### src/rtl/hsv_pkg.sv
// shared constants, character classes and result type for the host string validator
// no dependencies
package hsv_pkg;

  // limits of the hostname check
  localparam int unsigned MAX_NAME_LEN  = 253;
  localparam int unsigned MAX_LABEL_LEN = 63;

  // saturation limits of the tracking counters
  localparam logic [8:0] TOTAL_SAT  = 9'd511;
  localparam logic [6:0] LABEL_SAT  = 7'd127;
  localparam logic [8:0] OCTET_SAT  = 9'd256;
  localparam logic [8:0] OCTET_MAX  = 9'd255;
  localparam logic [1:0] DIGITS_SAT = 2'd3;
  localparam logic [2:0] COUNT_SAT  = 3'd7;
  localparam logic [2:0] COUNT_IPV4 = 3'd3;
  localparam logic [3:0] POS_SAT    = 4'd15;
  localparam logic [3:0] LH_LEN     = 4'd9;

  // characters
  localparam logic [7:0] CH_DOT   = 8'h2E;
  localparam logic [7:0] CH_DASH  = 8'h2D;
  localparam logic [7:0] CH_STAR  = 8'h2A;
  localparam logic [7:0] CH_ZERO  = 8'h30;
  localparam logic [7:0] CH_NINE  = 8'h39;
  localparam logic [7:0] CH_LOW_A = 8'h61;
  localparam logic [7:0] CH_LOW_Z = 8'h7A;
  localparam logic [7:0] CH_UP_A  = 8'h41;
  localparam logic [7:0] CH_UP_Z  = 8'h5A;
  localparam logic [7:0] CH_LOW_L = 8'h6C;

  typedef struct packed {
    logic host_ok;
    logic hostname_ok;
    logic ipv4_ok;
  } hsv_result_t;

  function automatic logic is_digit(input logic [7:0] c);
    return (c >= CH_ZERO) && (c <= CH_NINE);
  endfunction

  function automatic logic is_alnum(input logic [7:0] c);
    return is_digit(c) || ((c >= CH_LOW_A) && (c <= CH_LOW_Z)) ||
           ((c >= CH_UP_A) && (c <= CH_UP_Z));
  endfunction

  // letters of "localhost" by position
  function automatic logic [7:0] lh_char(input logic [3:0] idx);
    logic [7:0] ch;
    case (idx)
      4'd0:    ch = 8'h6C; // l
      4'd1:    ch = 8'h6F; // o
      4'd2:    ch = 8'h63; // c
      4'd3:    ch = 8'h61; // a
      4'd4:    ch = 8'h6C; // l
      4'd5:    ch = 8'h68; // h
      4'd6:    ch = 8'h6F; // o
      4'd7:    ch = 8'h73; // s
      4'd8:    ch = 8'h74; // t
      default: ch = 8'h00;
    endcase
    return ch;
  endfunction

endpackage

### src/rtl/hsv_track.sv
// per-string tracking state and single pass byte update for the host string validator
// depends on hsv_pkg
module hsv_track import hsv_pkg::*; #(
  parameter int unsigned NAME_LIMIT  = MAX_NAME_LEN,
  parameter int unsigned LABEL_LIMIT = MAX_LABEL_LEN
) (
  input  logic        clk,
  input  logic        rst,
  input  logic        adv,
  input  logic [7:0]  char_byte,
  input  logic        last_byte,
  output hsv_result_t result
);

  localparam logic [8:0] NAME_MAX  = 9'(NAME_LIMIT);
  localparam logic [6:0] LABEL_MAX = 7'(LABEL_LIMIT);

  logic [8:0] total_length, total_length_next;
  logic [6:0] label_length, label_length_next;
  logic [7:0] previous_byte;
  logic       label_shape_ok, label_shape_ok_next;
  logic       dot_seen, dot_seen_next;
  logic [8:0] octet_value, octet_value_next;
  logic [1:0] octet_digits, octet_digits_next;
  logic [2:0] octet_count, octet_count_next;
  logic       ipv4_shape_ok, ipv4_shape_ok_next;
  logic [3:0] special_match_pos, special_match_pos_next;
  logic       special_match_ok, special_match_ok_next;

  logic        is_dot, is_dash, is_dig, is_aln;
  logic [11:0] scaled;
  logic        ip_ok, special, generic, name_ok;

  assign is_dot  = (char_byte == CH_DOT);
  assign is_dash = (char_byte == CH_DASH);
  assign is_dig  = is_digit(char_byte);
  assign is_aln  = is_alnum(char_byte);

  // octet times ten plus the new digit
  assign scaled = {octet_value, 3'b000} + {2'b00, octet_value, 1'b0} +
                  {8'h00, char_byte[3:0]};

  always_comb begin
    // exact special strings
    if (special_match_pos == 4'd0) begin
      special_match_ok_next = special_match_ok &&
                              ((char_byte == CH_LOW_L) || (char_byte == CH_STAR));
    end else begin
      special_match_ok_next = special_match_ok && (special_match_pos < LH_LEN) &&
                              (char_byte == lh_char(special_match_pos)) &&
                              ((special_match_pos != 4'd1) || (previous_byte == CH_LOW_L));
    end
    special_match_pos_next = (special_match_pos == POS_SAT) ? special_match_pos
                                                           : special_match_pos + 4'd1;

    // hostname labels
    dot_seen_next = dot_seen || is_dot;
    if (is_dot) begin
      label_shape_ok_next = label_shape_ok && (label_length != 7'd0) &&
                            (previous_byte != CH_DASH);
      label_length_next   = 7'd0;
    end else begin
      label_shape_ok_next = label_shape_ok && (label_length < LABEL_MAX) &&
                            ((label_length != 7'd0) || is_aln) &&
                            (is_aln || is_dash) &&
                            !(is_dash && (previous_byte == CH_DASH));
      label_length_next   = (label_length == LABEL_SAT) ? label_length
                                                        : label_length + 7'd1;
    end

    // dotted decimal parts
    octet_value_next   = octet_value;
    octet_digits_next  = octet_digits;
    octet_count_next   = octet_count;
    ipv4_shape_ok_next = 1'b0;
    if (is_dot) begin
      ipv4_shape_ok_next = ipv4_shape_ok && (octet_digits != 2'd0) &&
                           (octet_count < COUNT_IPV4);
      octet_count_next   = (octet_count == COUNT_SAT) ? octet_count
                                                      : octet_count + 3'd1;
      octet_value_next   = 9'd0;
      octet_digits_next  = 2'd0;
    end else if (is_dig) begin
      if (octet_value <= OCTET_MAX) begin
        octet_value_next = (scaled > 12'(OCTET_MAX)) ? OCTET_SAT : scaled[8:0];
      end
      ipv4_shape_ok_next = ipv4_shape_ok &&
                           !((octet_digits != 2'd0) && (octet_value == 9'd0)) &&
                           (octet_value_next <= OCTET_MAX);
      octet_digits_next  = (octet_digits == DIGITS_SAT) ? octet_digits
                                                        : octet_digits + 2'd1;
    end

    total_length_next = (total_length == TOTAL_SAT) ? total_length
                                                    : total_length + 9'd1;

    // verdict for a string that ends on this byte
    ip_ok   = ipv4_shape_ok_next && (octet_count_next == COUNT_IPV4) &&
              (octet_digits_next != 2'd0);
    special = special_match_ok_next &&
              ((special_match_pos_next == LH_LEN) ||
               ((special_match_pos_next == 4'd1) && (char_byte == CH_STAR)));
    generic = (total_length < NAME_MAX) && dot_seen_next && label_shape_ok_next &&
              !is_dot && !is_dash && !ip_ok;
    name_ok = (special || generic) && !ip_ok;

    result.ipv4_ok     = ip_ok;
    result.hostname_ok = name_ok;
    result.host_ok     = ip_ok || name_ok;
  end

  always_ff @(posedge clk) begin
    if (rst || (adv && last_byte)) begin
      total_length      <= 9'd0;
      label_length      <= 7'd0;
      previous_byte     <= 8'h00;
      label_shape_ok    <= 1'b1;
      dot_seen          <= 1'b0;
      octet_value       <= 9'd0;
      octet_digits      <= 2'd0;
      octet_count       <= 3'd0;
      ipv4_shape_ok     <= 1'b1;
      special_match_pos <= 4'd0;
      special_match_ok  <= 1'b1;
    end else if (adv) begin
      total_length      <= total_length_next;
      label_length      <= label_length_next;
      previous_byte     <= char_byte;
      label_shape_ok    <= label_shape_ok_next;
      dot_seen          <= dot_seen_next;
      octet_value       <= octet_value_next;
      octet_digits      <= octet_digits_next;
      octet_count       <= octet_count_next;
      ipv4_shape_ok     <= ipv4_shape_ok_next;
      special_match_pos <= special_match_pos_next;
      special_match_ok  <= special_match_ok_next;
    end
  end

  // string state starts over after a closing byte
  a_restart: assert property (@(posedge clk) disable iff (rst)
    (adv && last_byte) |=> (total_length == 9'd0) && (label_length == 7'd0) &&
                           (octet_count == 3'd0) && special_match_ok && ipv4_shape_ok)
    else $error("tracking state not cleared after last byte");

  // match position and total length advance together until saturation
  a_pos_total: assert property (@(posedge clk) disable iff (rst)
    (total_length < 9'd15) |-> (special_match_pos == total_length[3:0]))
    else $error("special match position out of step with length");

  // an empty part holds no value
  a_octet_empty: assert property (@(posedge clk) disable iff (rst)
    (octet_digits == 2'd0) |-> (octet_value == 9'd0))
    else $error("octet value without digits");

  // a label never outgrows the string
  a_label_len: assert property (@(posedge clk) disable iff (rst)
    {2'b00, label_length} <= total_length)
    else $error("label longer than string");

endmodule

### src/rtl/host_string_validator_core.sv
// top level of the host string validator: input register, tracker, result register
// depends on hsv_pkg and hsv_track
//
// Checks a host string streamed one byte per transfer on s_axis, with s_axis_tlast on
// the final byte, and answers once per string on m_axis: bit 0 says the string is a
// dotted IPv4 address (four decimal parts, no leading zeros, each 0..255), bit 1 that
// it is a hostname ("localhost", "*", or a dotted name of at most NAME_LIMIT bytes,
// 253 by default, whose labels are 1..LABEL_LIMIT bytes, 63 by default, alphanumeric
// or hyphen, alphanumeric at both ends, no double hyphen) and not an address, bit 2
// that either holds. Bytes that are not last give no transfer on m_axis. One byte is
// taken every cycle unless a closing byte is held back: the work on a byte is a single
// pass of small counter and flag logic between the input register and the result
// register, so the verdict of a string is loaded into the result register when its
// last byte advances out of the input register, and leaves on m_axis from there. Only
// a closing byte waits for the result register, and only while an earlier result is
// still held there; other bytes keep flowing while a result waits.
module host_string_validator_core import hsv_pkg::*; #(
  parameter int unsigned NAME_LIMIT  = MAX_NAME_LEN,
  parameter int unsigned LABEL_LIMIT = MAX_LABEL_LEN
) (
  input  logic       clk,
  input  logic       rst,
  input  logic       s_axis_tvalid,
  output logic       s_axis_tready,
  input  logic [7:0] s_axis_tdata,  // [7:0] char_byte
  input  logic       s_axis_tlast,  // last_byte
  output logic       m_axis_tvalid,
  input  logic       m_axis_tready,
  output logic [7:0] m_axis_tdata   // [0] ipv4_ok, [1] hostname_ok, [2] host_ok, [7:3] zero
);

  // input register
  logic       s1_valid;
  logic [7:0] s1_byte;
  logic       s1_last;

  // result register
  logic        out_valid;
  hsv_result_t out_result;

  hsv_result_t result;
  logic        out_free;
  logic        adv;

  // a result slot is free when empty or being drained this cycle
  assign out_free = !out_valid || m_axis_tready;
  // non-closing bytes never need the result slot
  assign adv      = s1_valid && (!s1_last || out_free);
  assign s_axis_tready = !s1_valid || adv;

  always_ff @(posedge clk) begin
    if (rst) begin
      s1_valid <= 1'b0;
    end else if (s_axis_tvalid && s_axis_tready) begin
      s1_valid <= 1'b1;
    end else if (adv) begin
      s1_valid <= 1'b0;
    end
  end

  // payload, no reset needed
  always_ff @(posedge clk) begin
    if (s_axis_tvalid && s_axis_tready) begin
      s1_byte <= s_axis_tdata;
      s1_last <= s_axis_tlast;
    end
  end

  hsv_track #(
    .NAME_LIMIT  (NAME_LIMIT),
    .LABEL_LIMIT (LABEL_LIMIT)
  ) u_track (
    .clk       (clk),
    .rst       (rst),
    .adv       (adv),
    .char_byte (s1_byte),
    .last_byte (s1_last),
    .result    (result)
  );

  always_ff @(posedge clk) begin
    if (rst) begin
      out_valid <= 1'b0;
    end else if (adv && s1_last) begin
      out_valid <= 1'b1;
    end else if (m_axis_tready) begin
      out_valid <= 1'b0;
    end
  end

  // capture the verdict of a closing byte
  always_ff @(posedge clk) begin
    if (adv && s1_last) begin
      out_result <= result;
    end
  end

  assign m_axis_tvalid = out_valid;
  assign m_axis_tdata  = {5'b00000, out_result.host_ok, out_result.hostname_ok,
                          out_result.ipv4_ok};

endmodule

### config.mk
export PLATFORM = sky130hd
export DESIGN_NAME = host_string_validator_core
export DESIGN_NICKNAME = d
export VERILOG_FILES = /design/src/rtl/hsv_pkg.sv /design/src/rtl/hsv_track.sv /design/src/rtl/host_string_validator_core.sv
export SDC_FILE = /design/constraint.sdc
export NUM_CORES = 1
export LEC_CHECK = 0
export ABC_CLOCK_PERIOD_IN_PS = 5250
export BUFFER_PORTS_ARGS = -buffer_cell sky130_fd_sc_hd__buf_2
export CORE_ASPECT_RATIO = 0.8
export CORE_MARGIN = 5
export CORE_UTILIZATION = 65
export DETAILED_ROUTE_END_ITERATION = 8
export GPL_TIMING_DRIVEN = 0
export PLACE_DENSITY = 0.86
export SKIP_LAST_GASP = 1
export SYNTH_ARGS = -nofsm -noshare
export SYNTH_HDL_FRONTEND = slang
export SYNTH_SLANG_ARGS = --single-unit
### constraint.sdc
create_clock -name clk -period 5.25 [get_ports clk]
set_input_delay 1.05 -clock clk [delete_from_list [all_inputs] [get_ports clk]]
set_output_delay 1.05 -clock clk [all_outputs]
set_load 0.01 [all_outputs]
==> summary.md <==
| Metric | Value |
|---|---|
| DR DRC count | 0 |
| Yosys synthesis warning count | 0 |
| First-pass GRT wire length | 14800 um |
| Chip height | between 70 and 80 um |
| Avg WL per Cell | around 16 um |
| IO Count | 23 |
| CTS root buffer | clkbuf_8 |
| Clock insertion delay at the later pin of the skew report | roughly 0.35 ns |
| Synth Area in Compound Gates | 0.189 |
| Final Hold Viols | 0 |
| DPL Wire Length | ~6600 um |
| DRT antenna net count | 0 |
| Final worst-path cycle share | 0.682 |
| Synth Area in XOR/XNOR | 0.0458 |
| Critical Path Sink Type | register |
| Setup violators final | 0 |
| Final core occ | 0.723 |
| Max-slew headroom at the worst pin | 0.620 |
| Reg power frac | 0.520 |
| Pwr Total | about 1000 uW |
| Post-synthesis cell count | around 420 |
| Internal power | between 700 and 800 uW |
| Simple-gate share of the synthesized area | 0.227 |
| TritonCTS clock tree | built |
| DR vias/cell | 6.11 |
| Initial antenna violation count | 0 |
| Drt first pass iters | 5 |
| Initial core utilization | 0.657 |
| CTS Buf Count | 9 |
| WHS | roughly 0.46 ns |
| Setup tns final | 0 ns |
| Most common cell after layout, fill and taps aside | dfxtp_1 |
| Distinct cells, synth | 66 |
| Power density over the cells | 248 nW/um^2 |
| Post-synthesis mux area share | 0.00262 |
| RSZ-0062 raised after global routing | no |
| Largest net degree at the start of global routing | 11 |
| Hold_buf cts | 0 |
| Ys async rst share | 0 |
| Core area | between 5000 and 6000 um^2 |
| GRT overflow | 0 |
| Via Count | about 3300 |
| Comb power frac | 0.085 |
| R2r endpoint | u_track.octet_value[4]$_SDFFE_PP0P_ |
| Worst Tran Pin Value | ~0.57 ns |
| Peak supply drop | 169 uV |
| Crit Path Max Fanout | 7 |
| Synthesized area per cell | roughly 9.1 um^2 |
| H-Tree Level Count | 3 |
| PortBufs | 17 |
| Vias in the first global route | just over 3000 |
| Share of layout cells above drive strength 1 | 0.123 |
| Worst reg2reg path startpoint | s1_byte[3]$_DFFE_PP_ |
| Worst reg2reg setup slack | roughly 1.7 ns |
| Post-CTS Resized | 0 |
| Slew Limit Fails | 0 |
| Final wirelength | ~8800 um |
| Post-CTS setup buffer count | 0 |
| Num rows | 25 |
| Fillcell total | 467 |
| R2r worst-path depth | 10 |
| Startpoint types | register |
| Worst path required time | roughly 5.5 ns |
| Max-cap violations | 0 |
| Post-synth EDFFs | 12 |
| Hold Path Sink | u_track.previous_byte[5]$_SDFFE_PP0P_ |
| Kind of critical path | register to register |
| Clk_skew | about 0.0060 ns |
| Die Footprint | about 7500 um^2 |
| Place WS | 1.73 ns |
| Final #Nets | about 500 |
| Clock power share | 0.395 |
| Switching Share | 0.241 |
| HP Class | register to register |
| Final Worst Setup Slack | between 1.5 and 2 ns |
| Synth Area in Adders | 0.105 |
| Die W | approximately 96 um |
| Status | completed |
| CTS max path bufs | 2 |
| Netlist Area Pre-Place | about 3800 um^2 |
| Post-synth top flop | dfxtp_1 |
| Leakage | 0.00168 uW |
| Clock sink count | 66 |
| Hold path start | u_track.previous_byte[5]$_SDFFE_PP0P_ |
| Combinational family with the most area after synthesis | simple AND/OR/NAND/NOR gates |
| Sequential area share after synthesis | 0.377 |
| Final Critical Period | ~3.6 ns |
| FF+latch count, synth | 66 |
| Overall Global Routing Usage | 0.253 |
| DRT iter0 DRCs | 251 |
| Total net switching power | about 250 uW |
| Routability cong. | roughly 0.93 |
| Synth-to-Final Area Change | 10.1% |
| Depth of the worst hold-timing path | 2 |
| Critical Path AT | 3.85 ns |
| F_max | roughly 0.28 GHz |
| CTS clk-pin slew, worst paths | 0.07 ns |
| Commonest cells after routing, fill and taps aside | dfxtp_1 (54), nand2_1 (42), nor2_1 (38), a21oi_1 (35), ha_1 (29) |
| Antenna diode count | 0 |
[Yosys cell counts (all sizes together) (6+ instances only)]
master | n | area [um^2]
dfxtp | 54 | 1080
nand2 | 42 | 158
nor2 | 38 | 143
a21oi | 35 | 175
ha | 29 | 363
inv | 23 | 86.3
o21ai | 19 | 95.1
edfxtp | 12 | 360
xor2 | 12 | 105
clkbuf | 10 | 67.6
nand3 | 10 | 50.1
nor4 | 9 | 114
a22o | 8 | 70.1
buf | 8 | 48.8
xnor2 | 8 | 70.1
nand2b | 7 | 43.8
and3 | 6 | 40.0
nor3 | 6 | 30.0
[power by group through the flow]
stage / logic [uW] / registers, uW / clock network, uW
after floorplan: 62.4 / 551 / 0
after global placement: 83.4 / 554 / 0
after detailed placement: 86.0 / 554 / 0
after CTS: 86.9 / 543 / 416
after global routing: 99.1 / 545 / 440
final: 88.3 / 543 / 412
[worst max path at each step]
stage / startpoint / to / slack, ns / cells past startpoint
6_report: s1_byte[3]$_DFFE_PP_ / u_track.octet_value[4]$_SDFFE_PP0P_ / 1.67 / 10
3_3_place_gp: s1_byte[3]$_DFFE_PP_ / u_track.octet_value[4]$_SDFFE_PP0P_ / 1.76 / 10
4_1_cts: s1_byte[3]$_DFFE_PP_ / u_track.octet_value[4]$_SDFFE_PP0P_ / 1.68 / 10
3_5_place_dp: s1_byte[3]$_DFFE_PP_ / u_track.octet_value[6]$_SDFFE_PP0P_ / 1.73 / 10
5_1_grt: s1_byte[3]$_DFFE_PP_ / u_track.octet_value[0]$_SDFFE_PP0P_ / 1.49 / 10
2_1_floorplan: s1_byte[3]$_DFFE_PP_ / u_track.octet_value[4]$_SDFFE_PP0P_ / 2.16 / 10
[registers in the layout, indices dropped and copies added, names as in the netlist, named ones only]
signal / count
u_track.octet_value: 9
u_track.total_length: 9
s1_byte: 8
u_track.previous_byte: 8
u_track.label_length: 7
u_track.special_match_pos: 4
m_axis_tdata: 3
u_track.octet_count: 3
u_track.octet_digits: 2
m_axis_tvalid: 1
s1_last: 1
s1_valid: 1
u_track.dot_seen: 1
u_track.ipv4_shape_ok: 1
u_track.label_shape_ok: 1
u_track.special_match_ok: 1
[logic make-up after synthesis]
group                    count (synthesis)
multiplexers                             1
other                                    1
buffers and inverters                   41
XOR/XNOR                                20
adder cells (fa/ha/maj)                 31
flip-flops                              66
AND/OR/NAND/NOR                        155
AO/OA/AOI/OAI                          106
[worst max-delay path, cell delays in order, from the launching register on]
cell	delay, ns
edfxtp_1	0.52
inv_1	0.17
fa_1	0.55
inv_1	0.07
fa_1	0.49
a21oi_1	0.31
or4b_1	0.17
o311ai_1	0.08
or3_4	0.39
or4_1	0.55
a21oi_1	0.19
[metrics by stage]
step / instance area (um^2) / cells
2_1_floorplan: 3840 / 425
3_3_place_gp: 4020 / 523
6_report: 4210 / 538
4_1_cts: 4210 / 538
3_5_place_dp: 4020 / 523
5_1_grt: 4210 / 538
[area by class of cell]
| type | count | area, um^2 | area share |
|---|---|---|---|
| multi-input cells | 318 | 2190 | 0.521 |
| well taps | 81 | 101 | 0.0241 |
| plain buffers | 18 | 116 | 0.0276 |
| flip-flops and latches | 66 | 1440 | 0.342 |
| repair buffers | 17 | 85.1 | 0.0202 |
| clock inverters | 3 | 40.0 | 0.00951 |
| inverters | 23 | 86.3 | 0.0205 |
| clock buffers | 12 | 145 | 0.0345 |
[metal layers]
metal | wire (um) | GRT usage
met2 | 3950 | 0.375
met5 | 0 | 0
met4 | 103 | 0.0724
met1 | 4100 | 0.356
met3 | 659 | 0.0728
Power figures use the tool's default switching activity.
